[config.mk]
export PLATFORM = sky130hd
export DESIGN_NAME = lgs_ctrl
export DESIGN_NICKNAME = d
export VERILOG_FILES = /design/src/hw/rtl/lgs_pkg.sv /design/src/hw/rtl/lgs_ctrl.sv
export SDC_FILE = /design/constraint.sdc
export NUM_CORES = 1
export LEC_CHECK = 0
export BUFFER_PORTS_ARGS = -buffer_cell sky130_fd_sc_hd__buf_2
export CAP_MARGIN = 20
export CORE_AREA = 2 2 39 41
export DETAILED_ROUTE_END_ITERATION = 10
export DIE_AREA = 0 0 41 43
export GPL_TIMING_DRIVEN = 0
export PLACE_DENSITY = 0.58
export REMOVE_ABC_BUFFERS = 1
export SLEW_MARGIN = 30
export SYNTH_ARGS = -nofsm -noshare
export SYNTH_HDL_FRONTEND = slang
export SYNTH_SLANG_ARGS = --single-unit
export TNS_END_PERCENT = 30
[constraint.sdc]
create_clock -name clk -period 1.9 [get_ports clk]
set_clock_uncertainty 0.2 [all_clocks]
set_input_delay 0.095 -clock clk [delete_from_list [all_inputs] [get_ports clk]]
set_output_delay 0.095 -clock clk [all_outputs]
set_load 0.01 [all_outputs]
[src/hw/rtl/lgs_pkg.sv]
`timescale 1ns / 1ps
// ----------------------------------------------------------------------------
// lgs_pkg
// shared types and constants of the life grid step core
// ----------------------------------------------------------------------------
package lgs_pkg;

    localparam int DEF_MAX_ROWS = 64;
    localparam int DEF_MAX_COLS = 64;

    localparam int CNT_W   = 13;
    localparam int SIZE_W  = 7;
    localparam int MODE_W  = 2;
    localparam int OP_W    = 2;
    localparam int POS_W   = 6;
    localparam int CFG_A_W = 2;

    localparam logic [CNT_W-1:0] COUNT_MAX = 13'h1fff;

    localparam logic [OP_W-1:0] OP_WRITE = 2'd0;
    localparam logic [OP_W-1:0] OP_READ  = 2'd1;
    localparam logic [OP_W-1:0] OP_STEP  = 2'd2;

    localparam logic [MODE_W-1:0] MODE_WRAP   = 2'd1;
    localparam logic [MODE_W-1:0] MODE_BOUNCE = 2'd2;

    localparam logic [CFG_A_W-1:0] REG_GRID_COLS = 2'd0;
    localparam logic [CFG_A_W-1:0] REG_GRID_ROWS = 2'd1;
    localparam logic [CFG_A_W-1:0] REG_EDGE_MODE = 2'd2;

    localparam logic [1:0] RD_ITEM = 2'd0;
    localparam logic [1:0] RD_UP   = 2'd1;
    localparam logic [1:0] RD_MID  = 2'd2;
    localparam logic [1:0] RD_DN   = 2'd3;

    localparam logic [1:0] CAP_NONE = 2'd0;
    localparam logic [1:0] CAP_UP   = 2'd1;
    localparam logic [1:0] CAP_MID  = 2'd2;
    localparam logic [1:0] CAP_DN   = 2'd3;

    typedef struct packed {
        logic       take;
        logic [1:0] rd_sel;
        logic [1:0] cap;
        logic       item_exec;
        logic       gen_start;
        logic       cell_step;
        logic       row_wr;
        logic       row_next;
        logic       row_clr;
        logic       copy_wr;
        logic       out_load;
    } lgs_cmd_t;

    typedef struct packed {
        logic [OP_W-1:0] op;
        logic            row_last;
        logic            col_last;
        logic            out_busy;
    } lgs_status_t;

endpackage

[src/hw/rtl/lgs_ctrl.sv]
`timescale 1ns / 1ps
// ----------------------------------------------------------------------------
// lgs_ctrl
// sequencer for cell access, row fetch, cell sweep and copy back
// ----------------------------------------------------------------------------
module lgs_ctrl (
    input  logic                clk,
    input  logic                rst_n,
    input  logic                in_valid,
    output logic                in_ready,
    input  lgs_pkg::lgs_status_t st,
    output lgs_pkg::lgs_cmd_t    cmd
);

    localparam logic [3:0] S_IDLE    = 4'd0;
    localparam logic [3:0] S_DECODE  = 4'd1;
    localparam logic [3:0] S_ITEM_DO = 4'd2;
    localparam logic [3:0] S_LD_UP   = 4'd3;
    localparam logic [3:0] S_LD_MID  = 4'd4;
    localparam logic [3:0] S_LD_DN   = 4'd5;
    localparam logic [3:0] S_LD_WAIT = 4'd6;
    localparam logic [3:0] S_CELL    = 4'd7;
    localparam logic [3:0] S_ROW_WR  = 4'd8;
    localparam logic [3:0] S_COPY_RD = 4'd9;
    localparam logic [3:0] S_COPY_WR = 4'd10;
    localparam logic [3:0] S_FIN     = 4'd11;

    logic [3:0] state_reg;
    logic [3:0] state_next;

    always_ff @(posedge clk or negedge rst_n)
    begin
        if (!rst_n)
        begin
            state_reg <= S_IDLE;
        end
        else
        begin
            state_reg <= state_next;
        end
    end

    always_comb
    begin
        cmd        = '0;
        cmd.rd_sel = lgs_pkg::RD_ITEM;
        cmd.cap    = lgs_pkg::CAP_NONE;
        in_ready   = 1'b0;
        state_next = state_reg;
        case (state_reg)
            S_IDLE:
            begin
                in_ready = 1'b1;
                if (in_valid)
                begin
                    cmd.take   = 1'b1;
                    state_next = S_DECODE;
                end
            end
            S_DECODE:
            begin
                if (st.op == lgs_pkg::OP_WRITE || st.op == lgs_pkg::OP_READ)
                begin
                    state_next = S_ITEM_DO;
                end
                else if (st.op == lgs_pkg::OP_STEP)
                begin
                    cmd.gen_start = 1'b1;
                    state_next    = S_LD_UP;
                end
                else
                begin
                    state_next = S_FIN;
                end
            end
            S_ITEM_DO:
            begin
                cmd.item_exec = 1'b1;
                state_next    = S_FIN;
            end
            S_LD_UP:
            begin
                cmd.rd_sel = lgs_pkg::RD_UP;
                state_next = S_LD_MID;
            end
            S_LD_MID:
            begin
                cmd.rd_sel = lgs_pkg::RD_MID;
                cmd.cap    = lgs_pkg::CAP_UP;
                state_next = S_LD_DN;
            end
            S_LD_DN:
            begin
                cmd.rd_sel = lgs_pkg::RD_DN;
                cmd.cap    = lgs_pkg::CAP_MID;
                state_next = S_LD_WAIT;
            end
            S_LD_WAIT:
            begin
                cmd.cap    = lgs_pkg::CAP_DN;
                state_next = S_CELL;
            end
            S_CELL:
            begin
                cmd.cell_step = 1'b1;
                if (st.col_last)
                begin
                    state_next = S_ROW_WR;
                end
            end
            S_ROW_WR:
            begin
                cmd.row_wr = 1'b1;
                if (st.row_last)
                begin
                    cmd.row_clr = 1'b1;
                    state_next  = S_COPY_RD;
                end
                else
                begin
                    cmd.row_next = 1'b1;
                    state_next   = S_LD_UP;
                end
            end
            S_COPY_RD:
            begin
                state_next = S_COPY_WR;
            end
            S_COPY_WR:
            begin
                cmd.copy_wr = 1'b1;
                if (st.row_last)
                begin
                    state_next = S_FIN;
                end
                else
                begin
                    cmd.row_next = 1'b1;
                    state_next   = S_COPY_RD;
                end
            end
            S_FIN:
            begin
                if (!st.out_busy)
                begin
                    cmd.out_load = 1'b1;
                    state_next   = S_IDLE;
                end
            end
            default:
            begin
                state_next = S_IDLE;
            end
        endcase
    end

endmodule

== After elaboration in Yosys (flattened, before gate mapping) ==
Index checks and enable logic that the tools add are counted.
Word-level totals
  register bits: 4
  input port bits: 8
  output and inout port bits: 14
  word-level logic and storage cells: 48
Cells by class
  eq/ne operators: 16
  multiplexer cells: 26
  reductions and logical operators: 5
Operators by type and width (count)
  case mux 4 bit (12 select lines): 1
  2-to-1 mux 4 bit: 6
  == test 4 x 3 -> 1 bit (second input constant): 4
  == test 4 bit (second input constant): 4
  2-to-1 mux 1 bit: 16
  case mux 2 bit (3 select lines): 2
  == test 4 x 2 -> 1 bit (second input constant): 2
  inequality test 2 bit (second input constant): 3
  == test 4 x 1 -> 1 bit (second input constant): 1
  logical NOT 4 bit: 1
  AND reduction 3 bit: 1
  == test 2 x 1 -> 1 bit (second input constant): 1
  == test 2 bit (second input constant): 1
  logical NOT 2 bit: 1
  2-to-1 mux 2 bit: 1
  OR reduction 2 bit: 1
  logical OR 1 bit: 1

== Logic depth before layout (Yosys ltp) ==
  word-level depth: 4
  mapped depth: 5
  gate-level depth less buffers: 4

== Worst setup path after synthesis ==
Ideal clock, no wire load.
  path kind: reg2reg
  start: register state_reg[2]
  end: register state_reg[3]
  library setup time: 0.120 ns
  arrival time: 1.181 ns
  required time: 1.580 ns
  setup slack: 0.399 ns
  stages on the path, launching flop included: 5
  path buffers: 1
  period minus slack after synthesis: 1.501 ns
  cell sequence: dfrtp_1 > buf_6 > nor4_4 > a21oi_1 > a31o_1
On the way
  word-level cells in the longest chain between the ends: 3
  elaborated cells on any way between the ends: 17
  those cells by class: eq/ne: 14; mux: 1; reduce/logical: 2
Ends and longest elaborated chain
  start, declared: line lgs_ctrl.sv:28  | logic [3:0] state_reg;
  start signal, assigned: line lgs_ctrl.sv:39  | state_reg <= state_next;
  == test 4 x 3 -> 1 bit, or another cell as far along: line lgs_ctrl.sv:50  | case (state_reg)
  inequality test 2 bit (no line)
  AND reduction 3 bit (no line)
Parallel ways exist; a longest one is shown, timed or not.
A chain may end at the register's enable or synchronous reset.

==> metrics.cfg <==
[outcome]
status = finished, final reports clean

[yosys]
yosysUniqueCellTypes = 27
synth_area_per_cell_um2 = 7.25
syn-cell-area_um2 = 420
synth_seq_cells = 4
yosysWarnings = 0
synth.yosys.seq_area_share = 0.238
netlist_instances = 58

[routing]
num_vias = 481
viasPerCell = 4.91
dr.pass1.iters = 2
post_drt_wl_per_cell_um = 11.0
drtIter0Drc = 3
routed_wl_mm = 1.08
final_antenna_net_count = 0
post-route-drc-count = 0

[die]
placementRows = 14
coreArea_um2 = 1380
die_h_um = 43
num_io_pins = 22
dieWidth_um = 41
dieArea_um2 = 1760
start_util = 0.304

[cts]
path_clk_slew_ps = 40
cts-buffers-inserted = 3
cts.sinks = 4
cts_buffer_depth = 2
cts_tree = yes
clk_latency_ps = 230
cts_root_buf = clkbuf_4
htree_num_levels = 1

[layout]
final_area_um2 = 579
drive_gt1_frac = 0.354
largest_register_ffs = 4
most-common-layout-cells = 21 x buf_2, 8 x nor2_1, 7 x nor3_1
fill_cells = 157
syn2layout_area_growth_pct = 37.8
layout_commonest_cell = buf_2
layout.nets = 92
antenna_cells = 0

[timing]
setup_viol = 0
tightest_slew_ps = 522
slew_headroom = 0.652
period_share = 0.920
finalWorstSetupSlack_ps = 151
max_freq_mhz = 572
fin_tns_setup_ps = 0
rsz0062_at_grt = no
period_needed_ps = 1750
slew_violations = 0
hold_viol = 0

[worst_setup_path]
crit_path_start = state_reg[1]
crit_path_max_fanout = 16
arrival_ps = 1450
crit_slowest_cell = dfrtp_1
worstSetupStartpointType = register
reg2reg_slack_ps = 270
critPathTopFamily = flip-flops
endpoint_kind = output port
crit_path_end = cmd[0]
worstPathBufferInverterCount = 1
required_ps = 1600
timing_worst_setup_path_type = reg -> out
max_stage_delay_ps = 660
reg2reg_depth = 4
crit_chain = nand2_1 -> nor3_1 -> buf_2
worst-path-stages = 3
r2r_start = state_reg[2]
r2r_end = state_reg[3]

[global_route]
grt_pass1_wl_mm = 1.57
grt_usage = 0.127
antenna_found_initial = 0
grt_pass1_vias = 401
grt_max_degree = 17
grt_overflow = 0

[place]
hpwlAfterDp_um = 750
finalWeightedCongestion = 0.713
dpl_cell_area_um2 = 514
pre_cts_ws_ps = 200
port_buffers = 21

[power_and_ir_drop]
p_total_w = 0.000902
p_leak_nw = 0.276
pwr_density_cell_nw_per_um2 = 1560
vdd_drop_max_uv = 753

[hold_path]
hold_path_class = in -> reg
min_from = st[2]

[run]
cap_violations = 0

-- through the flow --
| step | std cells | hold slack, ps | utilization |
|---|---|---|---|
| global route | 98 | 72.7 | 0.419 |
| detailed placement | 91 | -297 | 0.372 |
| finish | 98 | 29.0 | 0.419 |
| floorplan | 54 | -401 | - |
| CTS | 98 | 30.1 | 0.417 |
| global placement | 91 | -298 | 0.372 |
-- cells in the mapped netlist --
cell | number | area, um2
o22ai_1 | 1 | 6.26
o211ai_1 | 1 | 7.51
a21oi_1 | 4 | 20.0
buf_2 | 1 | 5.00
a31o_1 | 1 | 8.76
nor3_1 | 7 | 35.0
nor4_4 | 1 | 21.3
nand2b_1 | 3 | 18.8
mux2_2 | 1 | 11.3
buf_6 | 1 | 11.3
dfrtp_1 | 4 | 100
o21ai_0 | 2 | 10.0
or3_1 | 1 | 6.26
nor4_1 | 1 | 6.26
buf_4 | 2 | 15.0
nand3b_1 | 1 | 7.51
and2_1 | 2 | 12.5
nand3_1 | 2 | 10.0
o21a_1 | 1 | 7.51
xnor2_1 | 1 | 8.76
nor2_1 | 8 | 30.0
nand2b_2 | 1 | 8.76
inv_1 | 3 | 11.3
nand2_1 | 4 | 15.0
nor4bb_1 | 1 | 10.0
nor2b_1 | 1 | 6.26
o21ai_1 | 2 | 10.0
-- logic make-up (layout without fill, tap and decap cells) --
family | after synthesis | in the layout | synth area share
AO/OA/AOI/OAI | 12 | 12 | 0.167
XOR/XNOR | 1 | 1 | 0.0208
buffers and inverters | 7 | 31 | 0.101
flip-flops | 4 | 4 | 0.238
multiplexers | 1 | 1 | 0.0268
AND/OR/NAND/NOR | 33 | 33 | 0.446
-- worst reg2reg max path, stage by stage, from the launching register on --
cell and delay, ps:
dfrtp_2 490, nand2b_2 260, o22ai_1 170, nand3_1 140, a31o_1 230
-- area by class of cell --
class	instances	area (um2)	area share
repair buffers	25	145	0.251
multi-input cells	47	278	0.479
clock buffers	3	22.5	0.0389
flip-flops and latches	4	103	0.177
well taps	16	20.0	0.0346
inverters	3	11.3	0.0194
-- timing repair --
item                                   4_1_cts  5_1_grt
setup buffers                                0        0
hold buffers                                 4        0
gates resized for setup                      0        2
endpoints found under the hold margin        5        0
setup endpoints to repair                    0        1
-- power by group --
part           internal [W]  total, W  switching [W]
combinational      0.000248  0.000494       0.000245
clock             0.0000705  0.000103      0.0000326
sequential         0.000132  0.000305       0.000173
total              0.000451  0.000902       0.000451
-- how the worst min path moves through the flow --
stage,endpoint,slack [ps],depth (start not counted)
floorplan,state_reg[0],-400,0
global placement,state_reg[1],-300,1
detailed placement,state_reg[1],-300,1
finish,state_reg[1],30,4
global route,state_reg[1],70,4
CTS,state_reg[1],30,4
-- layer usage --
layer	track usage	vias up	part of all wire
met5	0	-	0
met4	0.0400	0	0
met3	0.0314	0	0.058
met2	0.188	16	0.48
met1	0.175	214	0.46
li1	-	251	-
(Power assumes the default switching activity.)
